[src/hdl/hs_pkg.sv]
// ----------------------------------------------------------------------------
// hs_pkg
// Shared types and constants of the heap sort core: default sizes, the
// controller state and the control bundle handed to every sorting cell.
// ----------------------------------------------------------------------------
package hs_pkg;

   localparam int HS_DEPTH       = 64;  // values held per batch
   localparam int HS_VALUE_WIDTH = 32;  // bits kept of each value
   localparam int HS_DATA_WIDTH  = 32;  // width of the value fields on the channels

   typedef enum logic {
      HS_LOAD,
      HS_DRAIN
   } hs_state_type;

   // Control handed from the controller to every cell of the chain
   typedef struct packed {
      logic insert;  // place the incoming value in order
      logic drain;   // move every value one cell towards the head
   } hs_cell_ctl_type;

endpackage

[src/hdl/hs_cell.sv]
// ----------------------------------------------------------------------------
// hs_cell
// One slot of the sorting chain. The chain keeps its values in ascending
// order from the head; an empty slot counts as larger than any value.
// ----------------------------------------------------------------------------
module hs_cell import hs_pkg::*; #(
   parameter int VALUE_WIDTH = HS_VALUE_WIDTH
) (
   input  logic                          clock,
   input  logic                          reset,
   input  hs_cell_ctl_type               ctl,
   input  logic signed [VALUE_WIDTH-1:0] ins_value,
   input  logic signed [VALUE_WIDTH-1:0] left_value,
   input  logic                          left_valid,
   input  logic                          left_lt,
   input  logic signed [VALUE_WIDTH-1:0] right_value,
   input  logic                          right_valid,
   output logic signed [VALUE_WIDTH-1:0] value,
   output logic                          valid,
   output logic                          lt
);

   logic signed [VALUE_WIDTH-1:0] value_ff, value_in;
   logic                          valid_ff, valid_in;

   // Incoming value belongs before this slot
   assign lt = !valid_ff || (ins_value < value_ff);

   always_comb begin
      priority if (ctl.drain) begin
         value_in = right_value;
         valid_in = right_valid;
      end else if (ctl.insert && left_lt) begin
         // shift up to make room further towards the head
         value_in = left_value;
         valid_in = left_valid;
      end else if (ctl.insert && lt) begin
         value_in = ins_value;
         valid_in = 1'b1;
      end else begin
         value_in = value_ff;
         valid_in = valid_ff;
      end
   end

   always_ff @(posedge clock) begin
      value_ff <= value_in;
      if (reset) begin
         valid_ff <= 1'b0;
      end else begin
         valid_ff <= valid_in;
      end
   end

   assign value = value_ff;
   assign valid = valid_ff;

endmodule

[config.mk]
export PLATFORM = sky130hd
export DESIGN_NAME = hs_cell
export DESIGN_NICKNAME = d
export VERILOG_FILES = /design/src/hdl/hs_pkg.sv /design/src/hdl/hs_cell.sv
export SDC_FILE = /design/constraint.sdc
export NUM_CORES = 1
export LEC_CHECK = 0
export BUFFER_PORTS_ARGS = -buffer_cell sky130_fd_sc_hd__buf_4
export CORE_ASPECT_RATIO = 1.25
export CORE_MARGIN = 4
export CORE_UTILIZATION = 40
export CTS_BUF_LIST = sky130_fd_sc_hd__clkbuf_4 sky130_fd_sc_hd__clkbuf_8
export CTS_CLUSTER_SIZE = 24
export DETAILED_ROUTE_END_ITERATION = 16
export GPL_TIMING_DRIVEN = 0
export PLACE_DENSITY_LB_ADDON = 0.25
export SYNTH_ARGS = -nofsm -noshare
export SYNTH_HDL_FRONTEND = slang
export SYNTH_SLANG_ARGS = --single-unit
[constraint.sdc]
create_clock -name clock -period 3.3 [get_ports clock]
set_clock_uncertainty 0.15 [all_clocks]
set_input_delay 0.66 -clock clock [delete_from_list [all_inputs] [get_ports clock]]
set_output_delay 0.66 -clock clock [all_outputs]
set_load 0.02 [all_outputs]
==> flow_summary_export.csv <==
group,metric,value,unit
placed_design,place_congestion,0.786,
synthesis,synth_top_family_by_area,"adder cells",
clocking,clk_path_buf_depth,2,
worst_setup_path,r2r_slack,0.23,ns
synthesis,ys_ff_latch,33,
synthesis,synth_xor_area_share,0,%
cells_and_area,filler_cell_count,533,
clocking,cts_tree,"built",
clocking,root_buffer,"clkbuf_8",
worst_setup_path,path_cells,"buf_4 -> ha_1 -> nand4_1 -> nor2_1 -> a221o_1 -> a211o_1 -> a21oi_2 -> mux2i_1 -> buf_4",
synthesis,synth.area.top_cells,"edfxtp_1 39%, ha_1 16%, mux2i_1 13%",
worst_hold_path,min_from,"reset",
synthesis,synthArstFlopShare,0,%
cells_and_area,area_growth,53.3,%
synthesis,ys_warn_count,0,
cells_and_area,drive_gt1_share,38.8,%
grt,overflow,0,
synthesis,syn_inst,264,
worst_hold_path,hold_path_class,"input pin to flop",
floorplanning,die_x,78.5,µm
run,drv_cap,0,
synthesis,synthMuxAreaShare,13.3,%
sta,fin_setup_tns,0,ns
worst_setup_path,worstSetupPathType,"input pin to output pin",
floorplanning,initial_core_util,42.1,%
grt,grt_util_all_layers,19.7,%
worst_setup_path,cp-end-kind,"output pin",
grt,grt_pass1_vias,2534,
clocking,insertion_delay,0.29,ns
synthesis,syn_area,2480,µm²
floorplanning,io_pins,137,
sta,finalHoldViolCount,0,
power,powerDensity,366,nW/µm²
grt,grt_max_degree,33,
synthesis,synth_adder_area_share,15.6,%
power,p_leak,0.00186,µW
synthesis,avgSynthCellArea,9.41,µm²
drt,vias,2465,
outcome,status,"finished, final reports clean",
drt,detail-route-antenna-nets,0,
worst_setup_path,crit_family,"compound AO/OA/AOI/OAI gates",
placed_design,io_buffer_count,136,
floorplanning,core_area,5900,µm²
clocking,cts_buffers,5,
power,finalPower,1390,µW
sta,tightest_slew,0.811,ns
worst_setup_path,cp_num_buf_inv,2,
worst_setup_path,cpPeakStageDelay,0.31,ns
drt,totalWireLength,7.52,mm
worst_setup_path,rr_worst_depth,9,
grt,antenna_found_initial,0,
clocking,path_clk_slew,0.08,ns
worst_setup_path,cp_max_fo,3,
synthesis,synth_cell_types,29,
worst_setup_path,cpMostUsedCell,"buf_4",
drt,viasPerCell,4.99,
sta,layout_min_cycle_time,3.18,ns
drt,dr.pass1.iters,4,
floorplanning,dieArea,7540,µm²
sta,period_share,96.5,%
grt,grt_pass1_wl,11.6,mm
drt,detail_route.wl_per_cell,15.2,µm
cells_and_area,antenna_cells,0,
synthesis,synth_compound_area_share,13.6,%
synthesis,synth_top_cell_area_share,38.7,%
cells_and_area,mostFrequentLayoutCells,"140 x buf_4, 39 x nand2_1, 35 x o21ai_0, 33 x mux2i_1",
synthesis,synth_edf_count,32,
power,vdd_ir_drop_max,235,µV
sta,slew_viol_final,0,
worst_hold_path,holdPathStages,2,
worst_setup_path,timing.rr.end,"value[30]",
placed_design,dp_hpwl,5.96,mm
cells_and_area,nets,545,
clocking,clock-sinks,33,
clocking,hold_buffers,0,
drt,drtIter0Drc,119,
drt,drc,0,
sta,finalSetupViolations,0,
synthesis,seq_area_frac_synth,39.5,%
worst_setup_path,crit_required,2.49,ns
floorplanning,rows,31,
worst_setup_path,cp_slowest_cell,"a221o_1",
synthesis,syn_nets,398,
synthesis,synth_area_leader_cell,"edfxtp_1",
worst_setup_path,critPathArrivalTime,2.37,ns
floorplanning,die_h,96.1,µm
synthesis,synthSimpleGateAreaFrac,11.4,%
sta,maxSlewHeadroom,45.9,%
clocking,cts_max_level,2,
sta,fmax,314,MHz
synthesis,synth_ff_type,"edfxtp_1",
worst_setup_path,r2r-start,"value[30]",
worst_hold_path,worst_hold_path.endpoint,"valid",
worst_setup_path,start_kind,"input pin",
cells_and_area,mostFrequentLayoutCell,"buf_4",
sta,whs,0.371,ns
logic make-up (layout without fill, tap and decap cells):
| kind of cell | Yosys count | after routing |
|---|---|---|
| compound gates | 61 | 61 |
| flops | 33 | 33 |
| mux | 33 | 33 |
| simple gates | 63 | 63 |
| fa+ha+maj | 31 | 31 |
| buf+inv | 43 | 191 |
layer usage:
layer  up-vias  track usage, %  part of all wire, %
met5         -               0                    0
met4         0            5.83                 0.90
met3         7            5.71                  9.5
met2       115            37.1                   51
met1      1107            21.2                   38
li1       1236               -                    -
worst max-delay path by stage:
stage                  startpoint        end  cells past startpoint
CTS                 ins_value[30]         lt                      9
finish              ins_value[26]         lt                      9
detailed placement  ins_value[30]  value[23]                      8
floorplan           ins_value[30]   value[0]                      7
global placement    ins_value[30]   value[7]                      8
global route        ins_value[26]         lt                      9
sequential cells by signal, indices dropped and copies added (netlist names):
signal  cells
valid       1
value      32
where the power goes:
group	leakage (µW)	internal, µW	switching [µW]
Clock	0.0000542	189	161
Combinational	0.00147	249	254
Sequential	0.000339	518	23.3
per-stage QoR:
| step | setup WS [ns] | area (µm²) | utilization [%] | cells |
|---|---|---|---|---|
| floorplan | 0.0402 | 2480 | - | 264 |
| global placement | -0.629 | 3610 | 61.2 | 482 |
| detailed placement | -0.145 | 3610 | 61.2 | 482 |
| CTS | 0.00653 | 3720 | 63.1 | 490 |
| global route | -0.00406 | 3810 | 64.6 | 494 |
| finish | 0.115 | 3810 | 64.6 | 494 |
repair_timing:
item | CTS | global route
setup buffers | 0 | 4
endpoints found under the setup margin | 1 | 1
endpoints found under the hold margin | 0 | 0
pin swaps | 1 | 3
resized for setup | 1 | 8
final cells by class:
class                   instances  area, µm²  area share [%]
well taps                      82        103            2.69
inverters                      32        120            3.15
multi-input cells             188       1410            37.0
repair buffers                140       1050            27.6
clock buffers                   7       96.3            2.53
clock inverters                 1       5.00           0.131
plain buffers                  11       45.0            1.18
flip-flops and latches         33        981            25.8
worst register-to-register path, delay by kind of cell, from the launching register on:
family | cells | cell delay, ns
adders and majority gates | 1 | 0.22
and+or+nand+nor | 2 | 0.81
DFF | 1 | 0.39
buffers and inverters | 2 | 0.26
AOI/OAI and AO/OA | 4 | 0.86
cell usage after synthesis (all sizes together), types with 2 or more instances:
library cell / number
nor2: 5
o21ai: 36
ha: 31
buf: 3
nand2: 39
a21o: 2
inv: 32
nand3: 4
clkbuf: 8
and2: 2
a211o: 2
edfxtp: 32
nand4: 6
a21oi: 16
mux2i: 33
(Power assumes the default switching activity.)
