## config.mk

```make
export PLATFORM = sky130hd
export DESIGN_NAME = hs_ctrl
export DESIGN_NICKNAME = d
export VERILOG_FILES = /design/src/hdl/hs_pkg.sv /design/src/hdl/hs_ctrl.sv
export SDC_FILE = /design/constraint.sdc
export NUM_CORES = 1
export LEC_CHECK = 0
export ABC_AREA = 1
export BUFFER_PORTS_ARGS = -buffer_cell sky130_fd_sc_hd__buf_2
export CAP_MARGIN = 20
export CORE_MARGIN = 2
export CORE_UTILIZATION = 40
export CTS_CLUSTER_SIZE = 24
export DETAILED_ROUTE_END_ITERATION = 8
export PLACE_DENSITY_LB_ADDON = 0.1
export SLEW_MARGIN = 0
export SYNTH_ARGS = -nofsm -noshare
export SYNTH_HDL_FRONTEND = slang
export SYNTH_SLANG_ARGS = --single-unit
```

## constraint.sdc

```tcl
create_clock -name clock -period 1.8 [get_ports clock]
set_clock_uncertainty 0.2 [all_clocks]
set_input_delay 0.27 -clock clock [delete_from_list [all_inputs] [get_ports clock]]
set_output_delay 0.27 -clock clock [all_outputs]
set_load 0.02 [all_outputs]
```

## src/hdl/hs_pkg.sv

```systemverilog
// ----------------------------------------------------------------------------
// hs_pkg
// Shared types and constants of the heap sort core: default sizes, the
// controller state and the control bundle handed to every sorting cell.
// ----------------------------------------------------------------------------
package hs_pkg;

   localparam int HS_DEPTH       = 64;  // values held per batch
   localparam int HS_VALUE_WIDTH = 32;  // bits kept of each value
   localparam int HS_DATA_WIDTH  = 32;  // width of the value fields on the channels

   typedef enum logic {
      HS_LOAD,
      HS_DRAIN
   } hs_state_type;

   // Control handed from the controller to every cell of the chain
   typedef struct packed {
      logic insert;  // place the incoming value in order
      logic drain;   // move every value one cell towards the head
   } hs_cell_ctl_type;

endpackage

```

## src/hdl/hs_ctrl.sv

```systemverilog
// ----------------------------------------------------------------------------
// hs_ctrl
// Batch controller: counts stored values, notes overflow, and sequences the
// load and drain phases of the sorting chain.
// ----------------------------------------------------------------------------
module hs_ctrl import hs_pkg::*; #(
   parameter int DEPTH = HS_DEPTH
) (
   input  logic            clock,
   input  logic            reset,
   input  logic            req_valid,
   input  logic            req_last,
   output logic            req_ready,
   output logic            rsp_valid,
   input  logic            rsp_ready,
   output logic            rsp_last,
   output logic            rsp_dropped,
   output hs_cell_ctl_type ctl
);

   localparam int CntW = $clog2(DEPTH + 1);

   hs_state_type   state_ff, state_in;
   logic [CntW-1:0] fill_ff, fill_in;
   logic            ovf_ff, ovf_in;
   logic            req_take, rsp_take, room;

   always_ff @(posedge clock) begin
      if (reset) begin
         state_ff <= HS_LOAD;
         fill_ff  <= '0;
         ovf_ff   <= 1'b0;
      end else begin
         state_ff <= state_in;
         fill_ff  <= fill_in;
         ovf_ff   <= ovf_in;
      end
   end

   assign room = (fill_ff != CntW'(DEPTH));

   always_comb begin
      state_in    = state_ff;
      fill_in     = fill_ff;
      ovf_in      = ovf_ff;
      req_ready   = 1'b0;
      rsp_valid   = 1'b0;
      req_take    = 1'b0;
      rsp_take    = 1'b0;
      ctl.insert  = 1'b0;
      ctl.drain   = 1'b0;
      unique case (state_ff)
         HS_LOAD: begin
            req_ready = 1'b1;
            req_take  = req_valid;
            if (req_take) begin
               if (room) begin
                  ctl.insert = 1'b1;
                  fill_in    = fill_ff + 1'b1;
               end else begin
                  ovf_in = 1'b1;
               end
               if (req_last) begin
                  state_in = HS_DRAIN;
               end
            end
         end
         HS_DRAIN: begin
            rsp_valid = 1'b1;
            rsp_take  = rsp_ready;
            if (rsp_take) begin
               ctl.drain = 1'b1;
               fill_in   = fill_ff - 1'b1;
               if (rsp_last) begin
                  // batch done: start the next one empty
                  ovf_in   = 1'b0;
                  state_in = HS_LOAD;
               end
            end
         end
         default: begin
            state_in = HS_LOAD;
         end
      endcase
   end

   assign rsp_last    = (fill_ff == CntW'(1));
   assign rsp_dropped = ovf_ff;

endmodule
```

==> flow_metrics.py <==
metrics = {
    "status": {
        "status": "finished, final reports clean",
    },
    "detailed_routing": {
        "viasPerCell": 4.77,
        "dr.pass1.iters": 4,
        "drc": 0,
        "vias": 654,
        "drt_iter0_drc": 11,
        "antenna_left": 0,
        "drt-wirelength-per-cell_um": 10.7,
        "totalWireLength_um": 1460,
    },
    "floorplan": {
        "initial_utilization_pct": 44.1,
        "num_rows": 14,
        "die_area_mm2": 0.00204,
        "fp.dieW_um": 45.2,
        "io_pins": 11,
        "dieHeight_um": 45.2,
        "fp.coreArea_mm2": 0.00154,
    },
    "yosys": {
        "syn-num-nets": 115,
        "seq_area_frac_synth_pct": 26.5,
        "synth_cells": 106,
        "netlist_area_um2": 679,
        "yosysUniqueCellTypes": 20,
        "yosysWarnings": 0,
        "ys_ff_latch": 9,
        "syn_avg_cell_area_um2": 6.41,
    },
    "power": {
        "pwr-share-clk_pct": 28.2,
        "vdd_drop_max_v": 0.000351,
        "switching_power_uw": 213,
        "p_int_uw": 372,
        "p_sw_share_pct": 36.5,
        "finalPower_uw": 585,
        "comb_power_share_pct": 30.3,
        "seq_power_share_pct": 41.5,
        "power_leakage_nw": 0.411,
        "power_density_mw_per_mm2": 736,
    },
    "global_routing": {
        "grt_pass1_wl_um": 2280,
        "grt_use_total_pct": 15.4,
        "overflow": 0,
        "antenna_found_initial": 0,
        "grt_max_degree": 11,
        "grt_pass1_vias": 535,
    },
    "sta": {
        "fmax_mhz": 578,
        "drv_slew": 0,
        "setup_violations": 0,
        "max_slew.worst_pin.slew_ns": 0.386,
        "fin_setup_tns_ns": 0,
        "period_minus_slack_ns": 1.73,
        "rsz0062_at_grt": "false",
        "period_share_pct": 96.1,
        "maxSlewHeadroom_pct": 74.3,
        "hold_viol": 0,
    },
    "clock_tree": {
        "clock-root-buffer": "clkbuf_4",
        "clkTransAtPathRegs_ns": 0.07,
        "clk_path_buf_depth": 2,
        "cts_tree": "done",
        "htreeDepth": 1,
        "cts_sinks": 9,
        "numCtsBuffers": 3,
        "worstSkewPairLatency_ns": 0.26,
    },
    "finish": {
        "seq_area_um2": 185,
        "final_common_cell": "nand2_1",
        "nFillCells": 153,
        "drive_gt1_share_pct": 27.3,
        "final_cell_mix": "nand2_1 (30), nand3_1 (11), nor2_1 (9), buf_2 (9), inv_1 (8)",
        "multi_input_area_um2": 417,
        "fin_nets": 131,
        "syn2layout_area_growth_pct": 17.1,
        "diodes": 0,
    },
    "placement": {
        "routabilityCongestion": 0.791,
        "io_buffers": 10,
        "hpwlAfterDp_um": 1080,
    },
    "worst_setup_path": {
        "cp.arrival_ns": 1.26,
        "worstPathMaxFanout": 6,
        "endpoint_kind": "output pin",
        "path_class": "reg -> out",
        "critPathLaunchType": "flop",
        "required_ns": 1.33,
    },
    "flow_run": {
        "max-cap-violations": 0,
    },
    "min_path": {
        "min_path_type": "in -> reg",
    },
}
## cell usage after synthesis
cell / n / area share, %
ha_1: 4 / 7.4
nand2_2: 2 / 1.8
a21oi_1: 5 / 3.7
nand4_1: 2 / 1.8
dfxtp_1: 9 / 27
nor2_2: 4 / 3.7
buf_4: 1 / 1.1
nand2_1: 30 / 17
o21ai_0: 1 / 0.74
nor2_4: 2 / 3.3
clkinv_1: 3 / 1.7
nand2_4: 1 / 1.7
buf_6: 1 / 1.7
nor2_1: 9 / 5.0
inv_2: 2 / 1.1
xor2_1: 3 / 3.9
nand3_2: 1 / 1.5
inv_1: 12 / 6.6
o21ai_1: 3 / 2.2
nand3_1: 11 / 8.1
## power by group through the flow
| stage | clock [mW] | combinational (mW) | sequential [mW] |
|---|---|---|---|
| floorplan | 0 | 0.139 | 0.236 |
| global route | 0.178 | 0.202 | 0.246 |
| finish | 0.165 | 0.177 | 0.243 |
| detailed placement | 0 | 0.169 | 0.244 |
| global placement | 0 | 0.167 | 0.244 |
| CTS | 0.171 | 0.171 | 0.242 |
## layout make-up
class                      instances  area share (%)
sequential                         9            23.3
tap                               16            2.52
multi-input combinational         78            52.4
clock buffer                       4            3.30
timing repair buffer              13            10.2
inverter                          17            8.33
## metrics by stage
step                util, %  instances  instance area, µm²  hold WS (ns)  setup slack (ns)
finish                 51.6        137                 796        0.0497            0.0700
global route           51.6        137                 796        0.0803           0.00104
CTS                    50.6        136                 779        0.0435           0.00176
detailed placement     47.9        131                 738         0.264             0.196
global placement       47.9        131                 738         0.262             0.221
floorplan                 -        106                 679         0.139             0.301
## per-layer routing
metal	GRT usage, %	part of all wire (%)
met5	0	0
met2	23.4	46
met4	7.06	0.89
met3	3.60	4.5
met1	20.6	49
## repair_timing
| action | in CTS | in global routing |
|---|---|---|
| cloned | 0 | 0 |
| endpoints found under the setup margin | 1 | 1 |
| hold buffers | 1 | 0 |
| resized for setup | 5 | 5 |
| hold endpoints to repair | 2 | 0 |
| buffers inserted | 0 | 1 |
## registers in the layout, summed over array words and instances (netlist names)
register	count
fill_ff	7
rsp_dropped	1
state_ff	1
## worst max-delay path, cell delays in order (launching register included)
cell and delay, ns:
dfxtp_4 0.38, inv_4 0.04, ha_1 0.18, nand2_1 0.07, inv_2 0.04, nand3_2 0.06
nand2_2 0.06, inv_2 0.05, buf_6 0.10
## cell families (layout without fill, tap and decap cells)
family	after synthesis	after routing	share of synthesized area, %
fa+ha+maj	4	4	7.37
xor+xnor	3	3	3.87
flops	9	9	26.5
simple gates	62	62	43.5
compound gates	9	9	6.63
buf+inv	19	34	12.2
## final timing paths
kind / startpoint / endpoint / depth (start not counted) / slack, ns
worst max-delay path: fill_ff[0] / ctl[1] / 8 / 0.07
worst min-delay path: req_last / state_ff / 3 / 0.05
worst min register to register: fill_ff[1] / fill_ff[1] / 2 / 0.29
worst max register to register: fill_ff[0] / fill_ff[4] / 11 / 0.22
No activity file was read; power rests on OpenSTA's default activity.
